==> src/design/tbd_ram.sv <==
// ---------------------------------------------------------------------------
// tbd_ram: generic single-port-write, single-read RAM
// Registered read.
// ---------------------------------------------------------------------------
module tbd_ram #(
  parameter int WIDTH = 80,
  parameter int DEPTH = 32
) (
  input  logic                     clk,
  input  logic                     we,
  input  logic [$clog2(DEPTH)-1:0] waddr,
  input  logic [WIDTH-1:0]         wdata,
  input  logic [$clog2(DEPTH)-1:0] raddr,
  output logic [WIDTH-1:0]         rdata
);
  logic [WIDTH-1:0] mem [DEPTH];

  always_ff @(posedge clk) begin
    if (we) mem[waddr] <= wdata;
    rdata <= mem[raddr];
  end
endmodule

==> config.mk <==
export PLATFORM = sky130hd
export DESIGN_NAME = tbd_ram
export DESIGN_NICKNAME = d
export VERILOG_FILES = /design/src/design/tbd_ram.sv
export SDC_FILE = /design/constraint.sdc
export NUM_CORES = 2
export LEC_CHECK = 0
export BUFFER_PORTS_ARGS = -buffer_cell sky130_fd_sc_hd__buf_2
export CAP_MARGIN = 5
export CORE_MARGIN = 2
export CORE_UTILIZATION = 50
export DETAILED_ROUTE_END_ITERATION = 10
export PLACE_DENSITY = 0.74
export SKIP_CTS_REPAIR_TIMING = 1
export SLEW_MARGIN = 30
export SYNTH_ARGS = -nofsm -noshare
export SYNTH_HDL_FRONTEND = slang
export SYNTH_SLANG_ARGS = --single-unit
==> constraint.sdc <==
create_clock -name clk -period 5.2 [get_ports clk]
set_input_delay 1.04 -clock clk [delete_from_list [all_inputs] [get_ports clk]]
set_output_delay 1.04 -clock clk [all_outputs]
set_load 0.005 [all_outputs]
# Word level (Yosys, flattened, before mapping)
# Memories as Yosys holds them, arrays and structs flattened. A register that Yosys moved wholly into a read port is not among the register bits.
# Cells that the tools add are included.
word_totals:
  register_bits: 0
  ramBits: 2560
  input_bits: 92
  output_inout_bits: 80
  word_cells: 3
  n_memories: 1
memory_table:
  columns: ["memory", "depth", "word_bits", "rd", "rd_ports_with_merged_regs", "wr", "line", "text"]
  rows:
  - ["mem", 32, 80, 1, 1, 1, "16", "logic [WIDTH-1:0] mem [DEPTH];"]
op_classes:
  mux: 2
op_table:
  columns: ["operator", "n"]
  rows:
  - ["$mux 1", 2]

# Longest topological paths before layout
depth:
  ltp_word: 2
  mapped_depth: 9
  ltp_nobuf: 4

# Worst setup path after synthesis
# Ideal clock, no wire load.
synth_timing:
  path_kind: "input-to-reg"
  startpoint: "input waddr[1]"
  endpoint: "memory mem[12][0] (enable)"
  setup_time_ps: 519
  arrival_ps: 5037
  required_time_ps: 4681
  slack_ps: -356
  stages: 3
  path_buffers: 1
  path_cell_list: "or3b_2 clkbuf_1 nor2_1"
synth_lines:
  columns: ["element", "line", "text"]
  rows:
  - ["start, declared", "11", "input logic [$clog2(DEPTH)-1:0] waddr,"]
  - ["end, declared", "16", null]
# Straight into the memory's write port.

==> impl_metrics.py <==
metrics = {
    "run_status": {
        "outcome": "finished, final reports clean",
    },
    "clocking": {
        "h-tree-depth": 4,
        "insertion_delay_ns": 0.88,
        "clk_path_buf_depth": 3,
        "cts.sinks": 2640,
        "cts_tree": "built",
        "clk_pin_slew_ns": 0.06,
        "root_buffer": "clkbuf_16",
        "cts_buffers": 241,
    },
    "drt": {
        "routed_wl_mm": 246,
        "drc": 0,
        "vias": 49800,
        "drtPass1Iterations": 5,
        "wl_met3_mm": 24.9,
        "met2_length_mm": 120,
        "routed.top_layer": "met5",
        "drtAntennaViolNets": 0,
        "avgViaCountPerCell": 6.33,
        "wl_per_cell_um": 31.3,
        "route.layer.met1.wl_mm": 94.5,
        "drtIter0Drc": 7372,
    },
    "placement": {
        "io_buffers": 171,
        "place_ws_ns": 1.35,
        "gp_congestion": 0.772,
        "dpl.hpwl_mm": 127,
    },
    "sta": {
        "tightest_slew_ns": 1.12,
        "setup_violations": 0,
        "worst_slack_ns": 2.23,
        "finalCritPeriodShare_pct": 57.2,
        "hold_viol_final": 0,
        "slew_headroom_pct": 25.1,
        "finalCriticalPeriod_ns": 2.97,
        "fmax_mhz": 336,
        "rsz0062_at_grt": "no",
        "finClkSkew_ns": 0.0660,
        "drv_slew": 0,
    },
    "final_layout": {
        "fillCellCount": 14100,
        "layout_common_cells": "2560 x edfxtp_1, 640 x mux2i_1, 424 x a22oi_1",
        "drive_above_1_share_pct": 20.8,
        "final_common_cell": "edfxtp_1",
        "nets": 5084,
        "syn_to_final_growth_pct": 13.6,
    },
    "critical_path": {
        "worstSetupStartpointType": "input port",
        "crit_chain": "buf_8 -> buf_16 -> buf_12 -> buf_12 -> mux4_2 -> a22oi_1 -> nand4_1",
        "end_kind": "flop",
        "critical-path-slowest-cell": "mux4_2",
        "required_ns": 5.88,
        "worstSetupPathType": "input port to flop",
        "cp_max_fo": 68,
        "crit_path_max_incr_delay_ns": 0.56,
        "timing.critical_path.mode_cell": "buf_12",
        "crit_arrival_ns": 3.66,
    },
    "floorplanning": {
        "io_pins": 172,
        "fp.dieArea_um2": 201000,
        "die_w_um": 449,
        "start_util_pct": 50.2,
        "core_area_um2": 197000,
        "fp-row-count": 163,
        "die_y_um": 449,
    },
    "logic_synthesis": {
        "synth_top_area_cell": "edfxtp_1",
        "synth_top_area_share_pct": 77.7,
        "seq_area_frac_synth_pct": 79.3,
        "synth_area_per_cell_um2": 21.1,
        "synth.distinct_cells": 32,
        "synth_area_um2": 98900,
        "synth.area.top_cells": "edfxtp_1 78%, mux4_2 7.3%, mux2i_1 6.5%",
        "syn_inst": 4682,
        "ys_async_sr_fraction_pct": 0,
        "ys_seq_elements": 2640,
        "yosys_most_used_dff": "edfxtp_1",
        "synth_edf_count": 2560,
        "yosysWarnings": 0,
        "synth_fp_nets": 4774,
    },
    "power_and_ir_drop": {
        "p_per_area_nw_per_um2": 389,
        "leakage_nw": 36.8,
        "vdd_drop_max_v": 0.000386,
        "power.total_w": 0.0437,
    },
    "grt": {
        "grt_usage_pct": 24.1,
        "antenna_found_initial": 27,
        "grt_pass1_vias": 49700,
        "grt_pass1_wl_mm": 352,
        "grt_max_degree": 137,
        "overflow": 0,
    },
    "worst_hold_path": {
        "hp-class": "input port to flop",
    },
    "job": {
        "max-cap-violations": 0,
    },
}
==> synthesized netlist by cell type, types with 2 or more instances <==
cell and count:
edfxtp_1 2560, mux2i_1 640, a22oi_1 424, mux4_2 320, nand3_1 152, buf_2 108, clkbuf_1 101, dfxtp_1 80
nand4_1 46, a22o_1 44, a31oi_1 44, nor2_1 44, buf_4 24, buf_6 18, nor2b_1 15, nand2_1 11
and2_1 9, buf_1 9, a21oi_1 8, nand3b_1 5, a32oi_1 4, nor3_1 4, nor2_2 2, or3b_2 2
==> power by group <==
group	switching [W]	internal, W
sequential	0.000152	0.0237
clock	0.00777	0.0102
combinational	0.00127	0.000720
==> stage by stage <==
step	TNS, ns	hold slack [ns]	area [um2]	std cells	util, %
floorplan	-302.17	0.549	98900	4682	-
global placement	0	0.596	104000	7382	52.8
detailed placement	0	0.619	104000	7386	52.8
CTS	0	0.586	112000	7845	57.0
global route	0	0.634	112000	7854	57.0
finish	0	0.642	112000	7860	57.0
==> cells by family after synthesis <==
logic type	Yosys count	share of synthesized area, %
flip-flops	2640	79.3
multiplexers	960	13.8
AO/OA/AOI/OAI	524	3.96
AND/OR/NAND/NOR	295	1.55
buffers and inverters	263	1.38
==> area by class of cell <==
cell class / count / area [um2] / share of cell area (%)
flip-flops and latches: 2640 / 78500 / 69.9
multi-input cells: 1779 / 19400 / 17.3
inverters: 1 / 3.75 / 0.00334
clock buffers: 325 / 6620 / 5.89
repair buffers: 329 / 2960 / 2.64
clock inverters: 134 / 1520 / 1.36
well taps: 2640 / 3300 / 2.94
diodes: 12 / 30.0 / 0.0267
==> per-layer routing <==
layer	vias to the layer above	GRT usage (%)
met5	-	0
met4	18	7.71
met3	464	4.41
met2	2971	38.9
met1	26100	33.5
li1	20300	-
==> registers in the layout (all words and copies together), names as in the netlist <==
signal,cells
rdata,80
mem,2560
==> critical path: cells and delay by family <==
family | cells | cell delay, ns
mux | 1 | 0.56
simple gates | 1 | 0.14
buf+inv | 4 | 1.46
compound gates | 1 | 0.26
==> final timing paths <==
| path | endpoint | slack, ns | depth (start not counted) | start |
|---|---|---|---|---|
| max | rdata[61]$_DFF_P_ | 2.23 | 7 | raddr[0] |
| max reg2reg | rdata[52]$_DFF_P_ | 3.57 | 3 | mem[3][52]$_DFFE_PP_ |
| min reg2reg | rdata[29]$_DFF_P_ | 0.67 | 4 | mem[4][29]$_DFFE_PP_ |
| min | mem[20][7]$_DFFE_PP_ | 0.64 | 1 | wdata[7] |
No activity file was read; power rests on OpenSTA's default activity.
