--- config.mk ---
export PLATFORM = sky130hd
export DESIGN_NAME = tbd_divider
export DESIGN_NICKNAME = d
export VERILOG_FILES = /design/src/design/tbd_pkg.sv /design/src/design/tbd_divider.sv
export SDC_FILE = /design/constraint.sdc
export NUM_CORES = 1
export LEC_CHECK = 0
export BUFFER_PORTS_ARGS = -buffer_cell sky130_fd_sc_hd__buf_2
export CAP_MARGIN = 5
export CORE_MARGIN = 4
export CORE_UTILIZATION = 65
export DETAILED_ROUTE_END_ITERATION = 8
export PLACE_DENSITY = 0.88
export RECOVER_POWER = 50
export SYNTH_ARGS = -nofsm -noshare
export SYNTH_HDL_FRONTEND = slang
export SYNTH_SLANG_ARGS = --single-unit
--- constraint.sdc ---
create_clock -name clk -period 21 [get_ports clk]
set_input_delay 4.2 -clock clk [delete_from_list [all_inputs] [get_ports clk]]
set_output_delay 4.2 -clock clk [all_outputs]
set_load 0.02 [all_outputs]
--- src/design/tbd_pkg.sv ---
// ---------------------------------------------------------------------------
// tbd_pkg: shared types and constants for the text box decoder
// Word layouts for the input and result channels, the angle table and
// register indexes.
// ---------------------------------------------------------------------------
package tbd_pkg;

  typedef struct packed {
    logic [15:0]        cell_score;
    logic signed [15:0] dist_top;
    logic signed [15:0] dist_right;
    logic signed [15:0] dist_bottom;
    logic signed [15:0] dist_left;
    logic signed [15:0] rotation;
    logic [8:0]         cell_col;
    logic [8:0]         cell_row;
    logic               frame_end;
  } in_word_t;

  typedef struct packed {
    logic [15:0] box_top;
    logic [15:0] box_left;
    logic [15:0] box_bottom;
    logic [15:0] box_right;
    logic [15:0] box_score;
    logic        box_valid;
    logic        list_overflow;
    logic        last_box;
  } out_word_t;

  // register indexes
  localparam logic [2:0] REG_THRESH = 3'd0;
  localparam logic [2:0] REG_RX     = 3'd1;
  localparam logic [2:0] REG_RY     = 3'd2;
  localparam logic [2:0] REG_RW     = 3'd3;
  localparam logic [2:0] REG_RH     = 3'd4;

  // quarter-wave sine, Q1.14, 16 segments
  function automatic logic [14:0] sine_pt(input logic [4:0] i);
    case (i)
      5'd0: sine_pt = 15'd0;
      5'd1: sine_pt = 15'd1606;
      5'd2: sine_pt = 15'd3196;
      5'd3: sine_pt = 15'd4756;
      5'd4: sine_pt = 15'd6270;
      5'd5: sine_pt = 15'd7723;
      5'd6: sine_pt = 15'd9102;
      5'd7: sine_pt = 15'd10394;
      5'd8: sine_pt = 15'd11585;
      5'd9: sine_pt = 15'd12665;
      5'd10: sine_pt = 15'd13623;
      5'd11: sine_pt = 15'd14449;
      5'd12: sine_pt = 15'd15137;
      5'd13: sine_pt = 15'd15679;
      5'd14: sine_pt = 15'd16069;
      5'd15: sine_pt = 15'd16305;
      default: sine_pt = 15'd16384;
    endcase
  endfunction

  // interpolated sine for phase 0..4096 (4096 = pi/2)
  function automatic logic [14:0] qsine(input logic [12:0] p);
    logic [4:0]  i;
    logic [7:0]  f;
    logic [14:0] a, b;
    logic [22:0] d;
    i = {1'b0, p[11:8]};
    f = p[7:0];
    a = sine_pt(i);
    b = sine_pt(i + 5'd1);
    d = 23'(b - a) * 23'(f);
    if (p[12]) qsine = 15'd16384;
    else qsine = a + 15'(d >> 8);
  endfunction

endpackage

--- src/design/tbd_divider.sv ---
// ---------------------------------------------------------------------------
// tbd_divider: restoring divider for box normalization
// Positive numerator over 4*size, quotient saturated to 16 bits, 1 bit/cycle.
// ---------------------------------------------------------------------------
module tbd_divider
  import tbd_pkg::*;
(
  input  logic        clk,
  input  logic        rst_n,
  input  logic        go,
  input  logic [47:0] num,
  input  logic [12:0] size,
  output logic        running,
  output logic        done,
  output logic [15:0] quo
);
  logic [47:0] rem_r, rem_nxt;
  logic [16:0] q_r, q_nxt;
  logic [14:0] dv_r;
  logic [4:0]  cnt_r, cnt_nxt;
  logic        run_r, run_nxt;
  logic        big_r, big_nxt;

  always_comb begin
    rem_nxt = rem_r;
    q_nxt   = q_r;
    cnt_nxt = cnt_r;
    run_nxt = run_r;
    big_nxt = big_r;
    if (go) begin
      rem_nxt = num;
      q_nxt   = '0;
      cnt_nxt = 5'd16;
      run_nxt = 1'b1;
      big_nxt = 1'b0;
    end else if (run_r) begin
      if ({16'd0, rem_r} >= ({49'd0, dv_r} << cnt_r)) begin
        rem_nxt = rem_r - 48'({49'd0, dv_r} << cnt_r);
        q_nxt   = q_r | (17'd1 << cnt_r);
      end
      if (cnt_r == 5'd0) run_nxt = 1'b0;
      else cnt_nxt = cnt_r - 5'd1;
    end
    if (run_r && ({16'd0, rem_r} >= ({49'd0, dv_r} << 17))) big_nxt = 1'b1;
  end

  always_ff @(posedge clk) begin
    if (!rst_n) begin
      run_r <= 1'b0;
    end else begin
      run_r <= run_nxt;
    end
    rem_r <= rem_nxt;
    q_r   <= q_nxt;
    cnt_r <= cnt_nxt;
    big_r <= big_nxt;
    if (go) dv_r <= {(size == 13'd0) ? 13'd1 : size, 2'b00};
  end

  assign running = run_r;
  assign done = run_r && !run_nxt;
  assign quo  = (big_nxt || q_nxt[16]) ? 16'hFFFF : q_nxt[15:0];
endmodule

== After elaboration in Yosys (flattened, before gate mapping) ==
Cells that the tools add are included.

* Memories: 0
* Word-level logic and storage cells: 36
* Register bits: 85
* Bits in latches: 0
* RAM bits: 0
* Output and inout bits: 18
* Memory bits (read-only): 0

* Div/mod/pow operators: 0
* $lt $le $gt $ge: 2
* Multipliers: 0
* Equal/unequal tests: 0
* Bitwise logic cells: 2
* Muxes and demuxes: 12
* Shift operators: 2
* Add/sub/neg operators: 2
* Reduce and logical (&&, ||, !) cells: 10

{| class="wikitable"
|+ Operators by type and width
! kind !! number
|-
| $mux 48 || 3
|-
| $ge 48x64->1 || 1
|-
| $shl 15x5->64 || 1
|-
| $mux 17 || 3
|-
| $ge 48x32->1 || 1
|-
| $sub 48x48->48 || 1
|-
| $or 17x17->17 || 1
|-
| $shl 1x5->17 const A || 1
|-
| $mux 16 || 1
|-
| $logic_not 13->1 || 1
|-
| $logic_not 5->1 || 1
|-
| $mux 1 || 5
|-
| $sub 5x1->5 const B || 1
|-
| $reduce_and 2->1 || 2
|-
| $reduce_bool 2->1 || 2
|-
| $logic_and 1x1->1 || 2
|-
| $logic_not 1->1 || 1
|-
| $logic_or 1x1->1 || 1
|-
| $not 1->1 || 1
|}

== Logic depth before layout (Yosys ltp) ==
Gate-level depths: netlist of the first run.

* Depth after elaboration: 7
* Gate-level depth with buffers: 22

== Least setup slack after synthesis of the first run ==
OpenSTA, ideal clock, no wires.

* Kind: input to output
* Start point: in go
* End point: out quo[12]
* Setup slack: 11393 ps
* Arrival time: 5407 ps
* Path buffers: 0
* Data required time: 16800 ps
* Stages on the path: 4
* Cells stage by stage: nor4_1 > nand3_1 > o2bb2ai_2 > nand2b_1

* Elaborated cells on any way between the ends: 5

{| class="wikitable"
|+ RTL lines
! item !! line !! source
|-
| start, declared || tbd_divider.sv:10 || <nowiki>input logic go,</nowiki>
|-
| $mux 17 || tbd_divider.sv:30 || <nowiki>if (go) begin</nowiki>
|-
| via q_nxt[12] || tbd_divider.sv:18 || <nowiki>logic [16:0] q_r, q_nxt;</nowiki>
|-
| $mux 16 || tbd_divider.sv:62 || <nowiki>assign quo = (big_nxt || q_nxt[16]) ? 16'hFFFF : q_nxt[15:0];</nowiki>
|-
| end, declared || tbd_divider.sv:15 || <nowiki>output logic [15:0] quo</nowiki>
|}

The timed path passes the listed nets, and every way through them passes these cells.

== Worst setup path in the final report of the first run ==
* Start point: in go
* End point: out quo[4]

* Longest elaborated chain between the ends: 4
* Elaborated cells on any way between the ends: 5

{| class="wikitable"
|+ Ends and longest elaborated chain
! item !! line !! source
|-
| $mux 1 || tbd_divider.sv:30 ||
|-
| $mux 1 || tbd_divider.sv:44 || <nowiki>if (run_r && ({16'd0, rem_r} >= ({49'd0, dv_r} << 17))) big_nxt = 1'b1;</nowiki>
|-
| $logic_or 1x1->1 || tbd_divider.sv:62 ||
|-
| $mux 16 (*) || tbd_divider.sv:62 ||
|}

Every way passes the cells marked *; elsewhere a longest branch is shown, timed or not.

==> flow_metrics.py, run 1 <==
metrics = {
    "global_routing": {
        "grt_use_total": 0.305,
        "grt_pass1_vias": 6254,
        "antenna_found_initial": 0,
        "grt_start_max_net_pins": 122,
        "overflow": 0,
        "grt_first_pass_wirelength_mm": 31.6,
    },
    "final_layout": {
        "nFillCells": 847,
        "stdcell_count": 1046,
        "multi_input_area_mm2": 0.00456,
        "syn2layout_area_growth_pct": 8.01,
        "fin_nets": 1027,
        "layout-drive-gt1-share": 0.138,
        "antenna_cells": 0,
        "utilization": 0.724,
        "seq_area_mm2": 0.00231,
        "final_common_cell": "nand2_1",
        "layout_common_cells": "132 x nand2_1, 75 x o21ai_0, 69 x buf_2, 62 x ha_1, 61 x edfxtp_1",
        "stdcell_area_mm2": 0.00791,
    },
    "clocking": {
        "clockRootBuffer": "clkbuf_16",
        "htreeDepth": 3,
        "cts_buffers": 9,
        "clock_path_buffers": 2,
        "cts_resized": 0,
        "cts_sinks": 85,
        "path_clk_slew_ps": 70,
        "insertion_delay_ps": 350,
        "cts_setup_buffers": 0,
        "cts_hold_buf": 0,
        "tritoncts": "done",
    },
    "setup_path": {
        "endpoint": "quo[4]",
        "worst-path-max-fanout": 121,
        "r2r_setup_slack_ps": 14080,
        "r2r_end": "rem_r[27]",
        "arrival_ps": 8850,
        "rr_worst_depth": 16,
        "cp-startpoint": "go",
        "reg2reg_from": "cnt_r[0]",
        "cp-start-kind": "input port",
        "cp.required_ps": 16800,
        "crit_path_end_kind": "primary output",
        "path_class": "in2out",
    },
    "timing": {
        "rsz0062_at_grt": "false",
        "slew_headroom": -1.98,
        "finalHoldViolations": 0,
        "finalCritPeriodShare": 0.621,
        "tns_ps": 0,
        "tightest_slew_ps": 4470,
        "clock_skew_ps": 7.91,
        "finalSetupViolCount": 0,
        "fmaxAchievable_mhz": 76.6,
        "timing.final.ws_setup_ps": 7950,
        "holdWs_ps": 467,
        "finalCriticalPeriod_ps": 13050,
        "slew_viol_final": 122,
    },
    "synth": {
        "ys_warn_count": 0,
        "syn_avg_cell_area_um2": 8.53,
        "synth-edff-count": 61,
        "synth_cell_types": 74,
        "synth_ff_type": "edfxtp_1",
        "syn-instance-count": 859,
        "synth_fp_nets": 985,
        "synth_seq_area_share": 0.316,
        "async_flop_share": 0,
        "ys_seq_elements": 85,
        "syn_area_mm2": 0.00733,
    },
    "status": {
        "status": "complete, but fails checks",
        "failed_checks": "max-capacitance violations, max-slew violations",
    },
    "floorplanning": {
        "io_pins": 82,
        "die_w_um": 114,
        "rows": 38,
        "core_mm2": 0.0109,
        "dieArea_mm2": 0.0130,
        "die_h_um": 114,
        "start_util": 0.670,
    },
    "routing": {
        "vias": 6765,
        "drt-vias-per-instance": 6.47,
        "dr.first_iter.drc_count": 697,
        "wl_mm": 19.6,
        "ant_nets": 0,
        "drc_errors": 0,
        "drt_pre_antenna_iters": 5,
        "routedWlPerCell_um": 18.7,
    },
    "placement": {
        "place_hpwl_mm": 14.3,
        "gp_congestion": 0.956,
        "dp_slack_ps": 10820,
        "dpl.cell_count": 1030,
        "placed_area_mm2": 0.00773,
        "io_buffers": 81,
    },
    "hold_path": {
        "hold_path.class": "reg2reg",
    },
    "pwr": {
        "power.density_mw_per_mm2": 148,
        "p_leak_nw": 3.16,
        "vdd_drop_max_mv": 0.0998,
        "power_mw": 1.17,
    },
    "flow_run": {
        "drv_cap": 1,
    },
}
cell usage after synthesis, types with 5 or more instances:
| cell | instances | share of area |
|---|---|---|
| nand2_1 | 132 | 0.068 |
| o21ai_0 | 74 | 0.051 |
| ha_1 | 62 | 0.11 |
| edfxtp_1 | 61 | 0.25 |
| nor2_1 | 58 | 0.030 |
| a21oi_1 | 54 | 0.037 |
| clkbuf_1 | 48 | 0.025 |
| inv_1 | 36 | 0.018 |
| dfxtp_1 | 24 | 0.066 |
| xnor2_1 | 24 | 0.029 |
| nand3_1 | 23 | 0.016 |
| nand2b_1 | 18 | 0.015 |
| xor2_1 | 18 | 0.022 |
| a21o_1 | 17 | 0.017 |
| mux2i_1 | 13 | 0.018 |
| nor3_1 | 13 | 0.0089 |
| nor4_1 | 12 | 0.010 |
| nand4_1 | 11 | 0.0094 |
| a22oi_1 | 10 | 0.010 |
| mux2_2 | 10 | 0.015 |
| a211oi_1 | 9 | 0.0092 |
| and2_1 | 8 | 0.0068 |
| o21a_1 | 8 | 0.0082 |
| o2bb2ai_2 | 7 | 0.014 |
| o32ai_2 | 7 | 0.016 |
| or3_1 | 6 | 0.0051 |
| and3_1 | 5 | 0.0043 |
| mux4_2 | 5 | 0.015 |
| o21bai_1 | 5 | 0.0051 |
logic make-up (layout without fill, tap and decap cells):
logic type,Yosys count,in the layout,synth area share
adder cells (fa/ha/maj),62,62,0.106
flip-flops,85,85,0.316
buffers and inverters,94,141,0.0512
XOR/XNOR,42,42,0.0502
multiplexers,28,28,0.0485
AND/OR/NAND/NOR,307,307,0.197
AO/OA/AOI/OAI,241,241,0.232
how the worst min path moves through the flow:
stage	cells after the start	to	slack (ps)	start
2_1_floorplan	1	q_r[8]	420	q_r[8]
6_report	1	q_r[12]	470	q_r[12]
4_1_cts	1	q_r[13]	470	q_r[13]
3_5_place_dp	1	q_r[13]	440	q_r[13]
5_1_grt	2	q_r[7]	490	q_r[7]
3_3_place_gp	1	q_r[13]	440	q_r[13]
worst max-delay path, cell delays in order:
cell,delay [ps]
clkbuf_1,330
clkbuf_1,3180
o311a_4,760
o21ai_2,70
buf_2,290
cell type report:
type | count | share of cell area
Multi-Input combinational cell | 680 | 0.577
Inverter | 39 | 0.0185
Sequential cell | 85 | 0.292
Clock buffer | 10 | 0.0302
Tap cell | 140 | 0.0221
Timing Repair Buffer | 86 | 0.0531
Clock inverter | 6 | 0.00696
layer usage:
layer / wire (um) / vias to the layer above / GRT usage
met5: 0 / - / 0
met4: 450 / 0 / 0.0974
met3: 2050 / 53 / 0.0618
met2: 8930 / 374 / 0.479
met1: 8170 / 3121 / 0.424
li1: - / 3217 / -
flip-flops by register name, summed over array words and instances (netlist names):
signal / count
cnt_r: 5
q_r: 17
dv_r: 13
rem_r: 48
running: 1
big_r: 1
power breakdown:
group          internal, mW  switching, mW  total [mW]  leakage [nW]
Clock                0.0858         0.0738       0.160         0.147
Combinational         0.288          0.435       0.723          2.21
Sequential            0.242         0.0437       0.286         0.810
Total                 0.616          0.553        1.17          3.16
No activity file was read; power rests on OpenSTA's default activity.
==> run 2: changes to the inputs <==
ABC_AREA = 1   (was default)
CORE_UTILIZATION = 55   (was 65)
PLACE_DENSITY = 0.79   (was 0.88)
clock period = 11 ns   (was 21 ns; I/O delays follow)
==> flow_metrics.py, run 2 <==
metrics = {
    "status": {
        "status": "complete, but fails checks",
        "failed_checks": "max-capacitance violations, max-slew violations",
    },
    "synth": {
        "synth_most_common_cell": "nand2_1",
        "syn-instance-count": 1327,
        "yosys-top-cells-count": "393 x nand2_1, 174 x inv_1, 146 x nor2_1",
        "syn_area_mm2": 0.00844,
        "synth_xor_area_frac": 0.00934,
        "ys_seq_elements": 85,
        "synth_adder_area_share": 0.0919,
        "ys_warn_count": 0,
        "synth_compound_area_frac": 0.151,
        "yosys.area_share.simple": 0.362,
        "synth_area_leaders": "edfxtp_1 22%, nand2_1 17%, ha_1 9.2%, inv_1 7.7%, nor2_1 6.5%",
        "synth_ff_type": "edfxtp_1",
        "synth_top_cell_by_area": "edfxtp_1",
        "async_flop_share": 0,
        "synth_fp_nets": 1453,
        "synth_top_area_share": 0.217,
        "synth-edff-count": 61,
        "synth_seq_area_share": 0.274,
        "synth_top_family_by_area": "simple AND/OR/NAND/NOR gates",
        "synth_cell_types": 48,
        "muxShareOfSynthArea": 0.00356,
        "syn_avg_cell_area_um2": 6.36,
    },
    "setup_path": {
        "cp.required_ps": 8800,
        "cp-start-kind": "input port",
        "path_class": "in2out",
        "max_stage_delay_ps": 1020,
        "crit_family": "buffers and inverters",
        "crit_path_end_kind": "primary output",
        "cp_common_cell": "nand2_1",
        "path_cells": "clkbuf_1 > clkinv_1 > clkbuf_1 > nand2_1 > nand2_1 > a21oi_4 > nand2_1 > buf_2",
        "arrival_ps": 5910,
        "crit_buf_inv": 4,
        "slowest_stage": "clkbuf_1",
        "worst-path-max-fanout": 41,
    },
    "placement": {
        "dp_slack_ps": 4380,
        "gp_congestion": 1.00,
        "dpl.cell_count": 1552,
        "place_hpwl_mm": 21.8,
        "io_buffers": 81,
    },
    "final_layout": {
        "layout_common_cells": "392 x nand2_1, 173 x inv_1, 147 x nor2_1, 102 x o21ai_0, 74 x a21oi_1",
        "layout-drive-gt1-share": 0.114,
        "fin_nets": 1501,
        "top_register": "rem_r",
        "stdcell_count": 1568,
        "reg_top3": "rem_r (48), q_r (17), dv_r (13)",
        "largest_reg_flops": 48,
        "syn2layout_area_growth_pct": 8.09,
        "final_common_cell": "nand2_1",
        "antenna_cells": 0,
    },
    "routing": {
        "drt-vias-per-instance": 5.62,
        "drt_pre_antenna_iters": 6,
        "vias": 8812,
        "ant_nets": 0,
        "wl_mm": 26.6,
        "routedWlPerCell_um": 17.0,
        "drc_errors": 0,
        "dr.first_iter.drc_count": 964,
    },
    "clocking": {
        "clock_path_buffers": 2,
        "cts_sinks": 85,
        "path_clk_slew_ps": 70,
        "cts_resized": 0,
        "cts_buffers": 9,
        "insertion_delay_ps": 360,
        "tritoncts": "done",
        "cts_setup_buffers": 0,
        "cts_hold_buf": 0,
        "clockRootBuffer": "clkbuf_16",
        "htreeDepth": 3,
    },
    "global_routing": {
        "grt_use_total": 0.297,
        "overflow": 0,
        "antenna_found_initial": 0,
        "grt_start_max_net_pins": 60,
        "grt_pass1_vias": 7744,
        "grt_first_pass_wirelength_mm": 41.1,
    },
    "timing": {
        "slew_headroom": -0.764,
        "timing.final.ws_setup_ps": 2890,
        "rsz0062_at_grt": "false",
        "finalHoldViolations": 0,
        "tightest_slew_ps": 2650,
        "slew_viol_final": 102,
        "finalCriticalPeriod_ps": 8110,
        "finalCritPeriodShare": 0.737,
        "finalSetupViolCount": 0,
        "tns_ps": 0,
        "clock_skew_ps": 9.53,
        "fmaxAchievable_mhz": 123,
    },
    "floorplanning": {
        "die_w_um": 132,
        "core_mm2": 0.0151,
        "dieArea_mm2": 0.0174,
        "die_h_um": 132,
        "io_pins": 82,
        "rows": 45,
        "start_util": 0.557,
    },
    "pwr": {
        "p_leak_nw": 4.14,
        "vdd_drop_max_mv": 0.0914,
        "p_int_mw": 0.979,
        "pwr-share-clk": 0.155,
        "p_sw_frac": 0.506,
        "power_mw": 1.98,
        "seqPwrFrac": 0.247,
        "combPwrFrac": 0.598,
        "power.density_mw_per_mm2": 217,
        "switching_power_mw": 1.00,
    },
    "flow_run": {
        "drv_cap": 2,
    },
    "hold_path": {
        "hold_path.class": "reg2reg",
    },
}
==> run 2: final timing paths <==
| path | end | slack, ps | startpoint | cells after the start |
|---|---|---|---|---|
| min reg2reg | q_r[13] | 460 | q_r[13] | 2 |
| max reg2reg | rem_r[23] | 5660 | cnt_r[2] | 17 |
| max | quo[7] | 2890 | go | 8 |
| min | q_r[13] | 460 | q_r[13] | 2 |
==> run 2: layout make-up <==
cell class / instances / area, um^2
fillers: 1527 / 6020
clock buffers: 10 / 239
flip-flops and latches: 85 / 2310
clock inverters: 6 / 55.1
repair buffers: 84 / 408
inverters: 187 / 702
well taps: 188 / 235
multi-input cells: 1008 / 5170
==> run 2: layer usage <==
metal | GRT usage | vias to the layer above | wire (um)
met3 | 0.0588 | 52 | 2330
met2 | 0.452 | 404 | 11400
li1 | - | 4411 | -
met5 | 0 | - | 0
met1 | 0.422 | 3945 | 12100
met4 | 0.0992 | 0 | 808
==> run 2: stage by stage <==
stage | hold slack [ps] | utilization | area (um^2)
after detailed placement | 447 | 0.587 | 8900
final | 458 | 0.602 | 9130
after global routing | 472 | 0.602 | 9130
after global placement | 441 | 0.587 | 8900
after CTS | 458 | 0.607 | 9190
after floorplan | 433 | - | 8440
==> run 2: logic make-up after synthesis <==
family	Yosys count
adder cells (fa/ha/maj)	62
buffers and inverters	234
AND/OR/NAND/NOR	708
XOR/XNOR	9
multiplexers	3
AO/OA/AOI/OAI	226
flip-flops	85
==> run 2: power by group through the flow <==
stage | Sequential [mW] | Combinational, mW | Clock (mW)
finish | 0.489 | 1.19 | 0.307
global route | 0.495 | 1.31 | 0.322
CTS | 0.488 | 1.16 | 0.310
detailed placement | 0.495 | 1.16 | 0
global placement | 0.495 | 1.15 | 0
floorplan | 0.455 | 0.860 | 0
==> run 2: worst reg2reg max path, stage by stage (launching register included) <==
cell and delay, ps:
dfxtp_1 950, inv_1 370, or2_2 370, o21ai_0 120, o21ai_0 200, or2_2 360, ha_1 410, nand2_2 110
nor2_2 130, inv_2 60, nor2_2 110, nand2_1 90, nor2_2 110, nand2_2 70, nand4_1 530, nand2_1 270
nand2_2 100, buf_4 550
